## src/rtl/core/bptc_pkg.sv

```systemverilog
package bptc_pkg;

    localparam int RAW_W     = 24;
    localparam int COEF_W    = 16;
    localparam int NUM_REGS  = 6;
    localparam int CFG_IDX_W = 3;

    localparam int TC_W = 19;
    localparam int TT_W = 16;
    localparam int PC_W = 32;

    localparam int DT_W   = 25;
    localparam int MUL_W  = 42;
    localparam int DD_W   = 50;
    localparam int QT_W   = 18;
    localparam int QO_W   = 34;
    localparam int QS_W   = 33;
    localparam int T2_W   = 17;
    localparam int AA_W   = 35;
    localparam int A5_W   = 38;
    localparam int OFF_W  = 38;
    localparam int SENS_W = 38;
    localparam int SPLIT  = 19;
    localparam int PL_W   = 43;
    localparam int PH_W   = 44;
    localparam int PP_W   = 62;
    localparam int PD_W   = 41;
    localparam int DF_W   = 42;
    localparam int PQ_W   = 27;
    localparam int TQ_W   = 38;

    localparam int TREF_SH = 8;
    localparam int OFF_SH  = 16;
    localparam int SENS_SH = 15;
    localparam int TSH     = 23;
    localparam int OSH     = 7;
    localparam int SSH     = 8;
    localparam int DSH     = 31;
    localparam int PSH     = 21;
    localparam int QSH     = 15;

    localparam logic signed [TC_W-1:0] TEMP_REF = TC_W'(2000);
    localparam logic [TC_W-1:0]        RECIP10  = TC_W'(419431);
    localparam int                     RECIP_SH = 22;

    localparam logic [CFG_IDX_W-1:0] REG_SENS   = CFG_IDX_W'(0);
    localparam logic [CFG_IDX_W-1:0] REG_OFF    = CFG_IDX_W'(1);
    localparam logic [CFG_IDX_W-1:0] REG_TCS    = CFG_IDX_W'(2);
    localparam logic [CFG_IDX_W-1:0] REG_TCO    = CFG_IDX_W'(3);
    localparam logic [CFG_IDX_W-1:0] REG_TREF   = CFG_IDX_W'(4);
    localparam logic [CFG_IDX_W-1:0] REG_TSLOPE = CFG_IDX_W'(5);

    typedef struct packed {
        logic [COEF_W-1:0] sens;
        logic [COEF_W-1:0] off;
        logic [COEF_W-1:0] tcs;
        logic [COEF_W-1:0] tco;
        logic [COEF_W-1:0] tref;
        logic [COEF_W-1:0] tslope;
    } t_cal;

    typedef struct packed {
        logic [TC_W-1:0]   temp;
        logic [OFF_W-1:0]  off;
        logic [SENS_W-1:0] sens;
        logic [RAW_W-1:0]  raw_p;
    } t_comp;

endpackage

```

## src/rtl/core/bptc_out_if.sv

```systemverilog
interface bptc_out_if;
    import bptc_pkg::*;

    logic                   valid;
    logic                   ready;
    logic signed [TC_W-1:0] temp_centi;
    logic signed [TT_W-1:0] temp_tenths;
    logic signed [PC_W-1:0] pressure_centi_mbar;

    modport source (output valid, output temp_centi, output temp_tenths,
                    output pressure_centi_mbar, input ready);
    modport sink   (input valid, input temp_centi, input temp_tenths,
                    input pressure_centi_mbar, output ready);
endinterface

```

## src/rtl/core/bptc_fin.sv

```systemverilog
module bptc_fin (
    input  logic            i_clk,
    input  logic            i_rst_n,
    input  logic            i_valid,
    output logic            o_ready,
    input  bptc_pkg::t_comp i_comp,
    bptc_out_if.source      o_result
);
    import bptc_pkg::*;

    localparam int NSTG = 5;

    logic [NSTG-1:0] r_v;
    logic [NSTG-1:0] w_en;

    always_comb begin
        w_en[NSTG-1] = !r_v[NSTG-1] || o_result.ready;
        for (int k = NSTG - 2; k >= 0; k--) begin
            w_en[k] = !r_v[k] || w_en[k+1];
        end
    end

    assign o_ready = w_en[0];

    always_ff @(posedge i_clk) begin
        if (!i_rst_n) begin
            r_v <= '0;
        end else begin
            if (w_en[0]) begin
                r_v[0] <= i_valid;
            end
            for (int k = 1; k < NSTG; k++) begin
                if (w_en[k]) begin
                    r_v[k] <= r_v[k-1];
                end
            end
        end
    end

    // stage 7: split pressure product, temperature magnitude
    logic signed [PH_W-1:0]  w_p_h;
    logic signed [PH_W-1:0]  w_sh;
    logic [TC_W-1:0]         w_mag;
    logic [PL_W-1:0]         r7_pl;
    logic signed [PH_W-1:0]  r7_ph;
    logic [TC_W-1:0]         r7_mag;
    logic                    r7_neg;
    logic signed [OFF_W-1:0] r7_off;
    logic [TC_W-1:0]         r7_temp;

    assign w_p_h = PH_W'($signed({1'b0, i_comp.raw_p}));
    assign w_sh  = PH_W'($signed(i_comp.sens[SENS_W-1:SPLIT]));
    assign w_mag = i_comp.temp[TC_W-1] ? (~i_comp.temp + TC_W'(1)) : i_comp.temp;

    always_ff @(posedge i_clk) begin
        if (w_en[0]) begin
            r7_pl   <= PL_W'(i_comp.raw_p) * PL_W'(i_comp.sens[SPLIT-1:0]);
            r7_ph   <= w_p_h * w_sh;
            r7_mag  <= w_mag;
            r7_neg  <= i_comp.temp[TC_W-1];
            r7_off  <= i_comp.off;
            r7_temp <= i_comp.temp;
        end
    end

    // stage 8: join partial products, reciprocal multiply by one tenth
    logic [PP_W-1:0]         r8_prod;
    logic [TQ_W-1:0]         r8_tq;
    logic                    r8_neg;
    logic signed [OFF_W-1:0] r8_off;
    logic [TC_W-1:0]         r8_temp;

    always_ff @(posedge i_clk) begin
        if (w_en[1]) begin
            r8_prod <= (PP_W'(r7_ph) << SPLIT) + PP_W'(r7_pl);
            r8_tq   <= TQ_W'(r7_mag) * TQ_W'(RECIP10);
            r8_neg  <= r7_neg;
            r8_off  <= r7_off;
            r8_temp <= r7_temp;
        end
    end

    // stage 9: scale product toward zero, sign the tenths
    logic [PP_W-1:0]         w_pb;
    logic [TT_W-1:0]         w_tq;
    logic signed [PD_W-1:0]  r9_pd;
    logic [TT_W-1:0]         r9_tt;
    logic                    r9_neg;
    logic signed [OFF_W-1:0] r9_off;
    logic [TC_W-1:0]         r9_temp;

    assign w_pb = r8_prod + {{(PP_W-PSH){1'b0}}, {PSH{r8_prod[PP_W-1]}}};
    assign w_tq = r8_tq[RECIP_SH+TT_W-1:RECIP_SH];

    always_ff @(posedge i_clk) begin
        if (w_en[2]) begin
            r9_pd   <= w_pb[PSH+PD_W-1:PSH];
            r9_tt   <= r8_neg ? (~w_tq + TT_W'(1)) : w_tq;
            r9_neg  <= r8_neg;
            r9_off  <= r8_off;
            r9_temp <= r8_temp;
        end
    end

    // stage 10: remove offset
    logic signed [DF_W-1:0] r10_df;
    logic [TT_W-1:0]        r10_tt;
    logic [TC_W-1:0]        r10_temp;

    always_ff @(posedge i_clk) begin
        if (w_en[3]) begin
            r10_df   <= DF_W'(r9_pd) - DF_W'(r9_off);
            r10_tt   <= r9_tt;
            r10_temp <= r9_temp;
        end
    end

    // stage 11: final scale toward zero, output register
    logic [DF_W-1:0]        w_db;
    logic signed [PQ_W-1:0] w_pq;
    logic [PC_W-1:0]        r11_pc;
    logic [TT_W-1:0]        r11_tt;
    logic [TC_W-1:0]        r11_temp;

    assign w_db = r10_df + {{(DF_W-QSH){1'b0}}, {QSH{r10_df[DF_W-1]}}};
    assign w_pq = w_db[QSH+PQ_W-1:QSH];

    always_ff @(posedge i_clk) begin
        if (w_en[4]) begin
            r11_pc   <= PC_W'(w_pq);
            r11_tt   <= r10_tt;
            r11_temp <= r10_temp;
        end
    end

    assign o_result.valid               = r_v[NSTG-1];
    assign o_result.temp_centi          = r11_temp;
    assign o_result.temp_tenths         = r11_tt;
    assign o_result.pressure_centi_mbar = r11_pc;

    a_ready_full: assert property (@(posedge i_clk) disable iff (!i_rst_n)
        !o_ready |-> &r_v)
        else $error("upstream held off while a stage is empty");

    a_tenths_sign: assert property (@(posedge i_clk) disable iff (!i_rst_n)
        r_v[NSTG-1] |-> (o_result.temp_centi[TC_W-1] == o_result.temp_tenths[TT_W-1])
                        || (o_result.temp_tenths == '0))
        else $error("tenths sign disagrees with centi temperature");

    a_pos_tenths: assert property (@(posedge i_clk) disable iff (!i_rst_n)
        r_v[2] && !r9_neg |-> !r9_tt[TT_W-1])
        else $error("non-negative temperature gave negative tenths");

endmodule

```

## src/flat_wrapper.sv

```systemverilog
// flat-port wrapper written by rule: the top's interface ports become plain ports
module bptc_fin_flat import bptc_pkg::*;
  (i_clk, i_rst_n, i_valid, o_ready, i_comp, o_result_valid, o_result_temp_centi, o_result_temp_tenths, o_result_pressure_centi_mbar, o_result_ready);
  bptc_out_if o_result_i ();
  input  logic i_clk;
  input  logic i_rst_n;
  input  logic i_valid;
  output logic o_ready;
  input  bptc_pkg::t_comp i_comp;
  output wire logic [$bits(o_result_i.valid)-1:0] o_result_valid;
  output wire logic [$bits(o_result_i.temp_centi)-1:0] o_result_temp_centi;
  output wire logic [$bits(o_result_i.temp_tenths)-1:0] o_result_temp_tenths;
  output wire logic [$bits(o_result_i.pressure_centi_mbar)-1:0] o_result_pressure_centi_mbar;
  input wire logic [$bits(o_result_i.ready)-1:0] o_result_ready;
  assign o_result_valid = o_result_i.valid;
  assign o_result_temp_centi = o_result_i.temp_centi;
  assign o_result_temp_tenths = o_result_i.temp_tenths;
  assign o_result_pressure_centi_mbar = o_result_i.pressure_centi_mbar;
  assign o_result_i.ready = o_result_ready;
  bptc_fin u_core (.i_clk(i_clk), .i_rst_n(i_rst_n), .i_valid(i_valid), .o_ready(o_ready), .i_comp(i_comp), .o_result(o_result_i));
endmodule
```

## config.mk

```make
export PLATFORM = sky130hd
export DESIGN_NAME = bptc_fin_flat
export DESIGN_NICKNAME = d
export VERILOG_FILES = /design/src/rtl/core/bptc_pkg.sv /design/src/rtl/core/bptc_out_if.sv /design/src/rtl/core/bptc_fin.sv /design/src/flat_wrapper.sv
export SDC_FILE = /design/constraint.sdc
export NUM_CORES = 2
export LEC_CHECK = 0
export ABC_AREA = 0
export BUFFER_PORTS_ARGS = -buffer_cell sky130_fd_sc_hd__buf_2
export CORE_MARGIN = 10
export CORE_UTILIZATION = 50
export DETAILED_ROUTE_END_ITERATION = 12
export PLACE_DENSITY = 0.64
export SLEW_MARGIN = 40
export SYNTH_ARGS = -nofsm -noshare
export SYNTH_HDL_FRONTEND = slang
export SYNTH_SLANG_ARGS = --single-unit
```

## constraint.sdc

```tcl
create_clock -name i_clk -period 7.45 [get_ports i_clk]
set_input_delay 0.3725 -clock i_clk [delete_from_list [all_inputs] [get_ports i_clk]]
set_output_delay 0.3725 -clock i_clk [all_outputs]
set_load 0.05 [all_outputs]
```

==> metrics.txt <==
port bufs 191; die area 133000 µm²; Worst Setup Slack, final 876 ps; Setup Viol. Count Final 0; # DRC 0; sequential-to-total area share from yosys stat 28.0%; Synth Warn # 0; largest net degree at the start of global routing 142; Place WS 307 ps; Fillers roughly 10000; initial antenna violation count 3; ranking of synthesized cells by area fa_1 (30%), edfxtp_1 (28%), ha_1 (12%); layout cells sized above 1 6.73%; CTS max path bufs 3; post-synthesis register bit count approximately 550; post-synth top area share 29.8%; Syn-to-layout area delta 8.17%; routed wire length 137 mm; clock sink count between 500 and 600; Reg clk slew, reported paths roughly 60 ps; number of post-CTS setup repair buffers 0; Top-Level Pins 192; area occupied by multi-input gates 37500 µm²; Worst-Margin Slew 756 ps; CP Capture Type register; worst-case clock skew 20.8 ps; global route overflow 0; setup TNS 0 ps; average size of a mapped cell 10.6 µm²; nets 7267; post-detailed-route via-to-cell ratio around 5.3; Fmax 152 MHz; syn_nets 7119; Post-Synthesis Cells 5559; RSZ-0062 raised after global routing false; total track usage 21.1%; row cnt 126; synthesized cell area between 50000 and 60000 µm²; Worst EP arrival 6920 ps; worst-path fanout max 27; core area between 100000 and 150000 µm²; Final Slew Violations 0; vias in the first global route 40700; run status complete, no violations; top_reg_cell synth edfxtp_1; mean routed wirelength per cell 18.8 µm; Die W 364 µm; Initial Util 50.3%; clock latency on the worst-skew pair 610 ps; CP Launch Type primary input; flip-flop and latch area 16600 µm²; drt first pass iters 7; GP Congestion 0.914; CTS tree built; Netlist cell types between 90 and 100; root buf cell clkbuf_16; Fin. Hold Viols 0; max cap viols 0; fin util 54.4%; Synth area leader fa_1; final cycle utilization of the critical path 88.2%; Die Y 364 µm; first-pass GRT wire length about 220 mm; antenna violation net count after detailed routing 0; via count 38300; asr flop ratio synth 0%; number of synthesized flops with an enable pin 549; starting DRC count in detailed routing 2227; Resized cells post-CTS 0; Slew Limit Headroom 49.6%; post-route minimum period about 6600 ps; # H-tree levels 2; Num CTS Buffers just over 50; Crit Path Class in -> reg; DP HPWL 109 mm; Worst Hold Class in -> reg; critical path required time 7790 ps
==> layout by cell type, fill, tap and decap left out, types with 7 or more instances in the layout <==
cell type | synthesis | layout
nand3_1 | 51 | 50
edfxtp_1 | 549 | 549
a31oi_1 | 17 | 17
and3_1 | 31 | 31
buf_4 | 5 | 52
dlygate4sd3_1 | 0 | 55
nand4_1 | 43 | 43
inv_1 | 1136 | 1134
o21ai_0 | 84 | 84
xor2_1 | 85 | 85
a211oi_1 | 19 | 19
o31ai_1 | 12 | 12
nand2_1 | 657 | 655
o21ai_1 | 10 | 10
a2111oi_0 | 7 | 7
o21a_1 | 22 | 22
nand2b_1 | 28 | 28
o21bai_1 | 21 | 21
clkinv_2 | 0 | 9
nor3_1 | 24 | 24
nor2b_1 | 33 | 33
or3_1 | 9 | 9
o211ai_1 | 12 | 12
buf_12 | 0 | 8
clkinvlp_4 | 0 | 9
fa_1 | 882 | 882
a21o_1 | 84 | 84
and4_1 | 13 | 13
nor2_1 | 98 | 98
buf_2 | 1 | 191
a21oi_1 | 168 | 168
xnor2_1 | 182 | 182
and2_1 | 385 | 385
clkbuf_16 | 0 | 52
ha_1 | 555 | 555
==> cells in the mapped netlist, drive strengths merged (6+ instances only) <==
library cell,number
a2111oi,10
a211oi,20
a21boi,7
a21o,84
a21oi,170
a31oi,20
a41oi,7
and2,385
and3,31
and4,13
buf,12
clkbuf,202
edfxtp,549
fa,882
ha,555
inv,1136
nand2,659
nand2b,28
nand3,53
nand4,44
nor2,105
nor2b,33
nor3,26
nor4,6
o211ai,13
o21a,22
o21ai,97
o21bai,21
o31ai,15
or2,6
or3,10
xnor2,182
xor2,86
==> path summary, 6_finish.rpt <==
| kind | from | to | slack [ps] | cells after the start |
|---|---|---|---|---|
| hold reg to reg | u_core.r8_off[24]$_DFFE_PP_ | u_core.r9_off[24]$_DFFE_PP_ | 400 | 0 |
| hold / removal | i_comp[62] | u_core.r7_off[0]$_DFFE_PP_ | 50 | 1 |
| setup reg to reg | u_core.r7_mag[17]$_DFFE_PP_ | u_core.r8_tq[34]$_DFFE_PP_ | 960 | 20 |
| setup / recovery | i_comp[11] | u_core.r7_ph[39]$_DFFE_PP_ | 880 | 21 |
==> cell type report <==
type                    instances  area share [%]
multi-input cells            3655            58.6
flip-flops and latches        554            25.9
inverters                    1136            6.67
repair buffers                309            3.29
well taps                    1536            3.00
clock buffers                  58            2.07
clock inverters                35           0.410
diodes                          3          0.0117
==> worst max-delay path, stage by stage <==
cell and delay [ps]:
buf_2 580, and2_1 260, fa_1 420, fa_1 510, inv_1 50, fa_1 470
inv_1 50, fa_1 490, fa_1 580, fa_1 410, ha_1 290, ha_1 360
a2111oi_0 580, nor3_1 70, and2_1 230, a31oi_1 270, o41a_1 250, nor3_1 80
nand2b_1 210, a221oi_2 270, xnor2_1 90
==> flip-flops by register name (all words and copies together) (netlist names), 18 cells and up <==
register	cells
u_core.o_result.pressure_centi_mbar	27
u_core.o_result.temp_centi	19
u_core.r10_df	42
u_core.r10_temp	19
u_core.r7_mag	18
u_core.r7_off	38
u_core.r7_ph	43
u_core.r7_pl	43
u_core.r7_temp	19
u_core.r8_off	38
u_core.r8_prod	62
u_core.r8_temp	19
u_core.r9_off	38
u_core.r9_pd	41
u_core.r9_temp	19
==> per-stage QoR <==
stage	std cells	hold slack, ps	instance area [µm²]
after floorplan	5559	400	59200
after global placement	7133	400	61800
after detailed placement	7134	405	61800
after CTS	7282	7.54	64000
after global routing	7283	14.6	64000
final	7286	48.0	64000
==> routing by layer <==
| metal | vias to the layer above | part of all wire (%) | GRT usage (%) |
|---|---|---|---|
| met5 | - | 0 | 0 |
| met4 | 0 | 2.2 | 4.67 |
| met3 | 167 | 6.7 | 3.23 |
| met2 | 1019 | 47 | 34.8 |
| met1 | 19300 | 44 | 29.5 |
| li1 | 17900 | - | - |
==> cell families (layout without fill, tap and decap cells) <==
logic type               count (synthesis)  after routing  synth area share, %
AO/OA/AOI/OAI                          535            535                 6.03
XOR/XNOR                               268            268                 3.98
adder cells (fa/ha/maj)               1437           1437                 41.6
buffers and inverters                 1350           1538                 8.62
flip-flops                             554            554                 28.0
multiplexers                             1              1               0.0169
other                                    0              3                    0
AND/OR/NAND/NOR                       1414           1414                 11.8
==> repair_timing <==
item | CTS | global route
hold endpoints to repair | 58 | 0
endpoints found under the setup margin | 0 | 0
hold buffers | 55 | 0
Power is left out: the tool's default activity adds up to more than one toggle a clock period on the data nets, which glitch-free logic cannot reach.
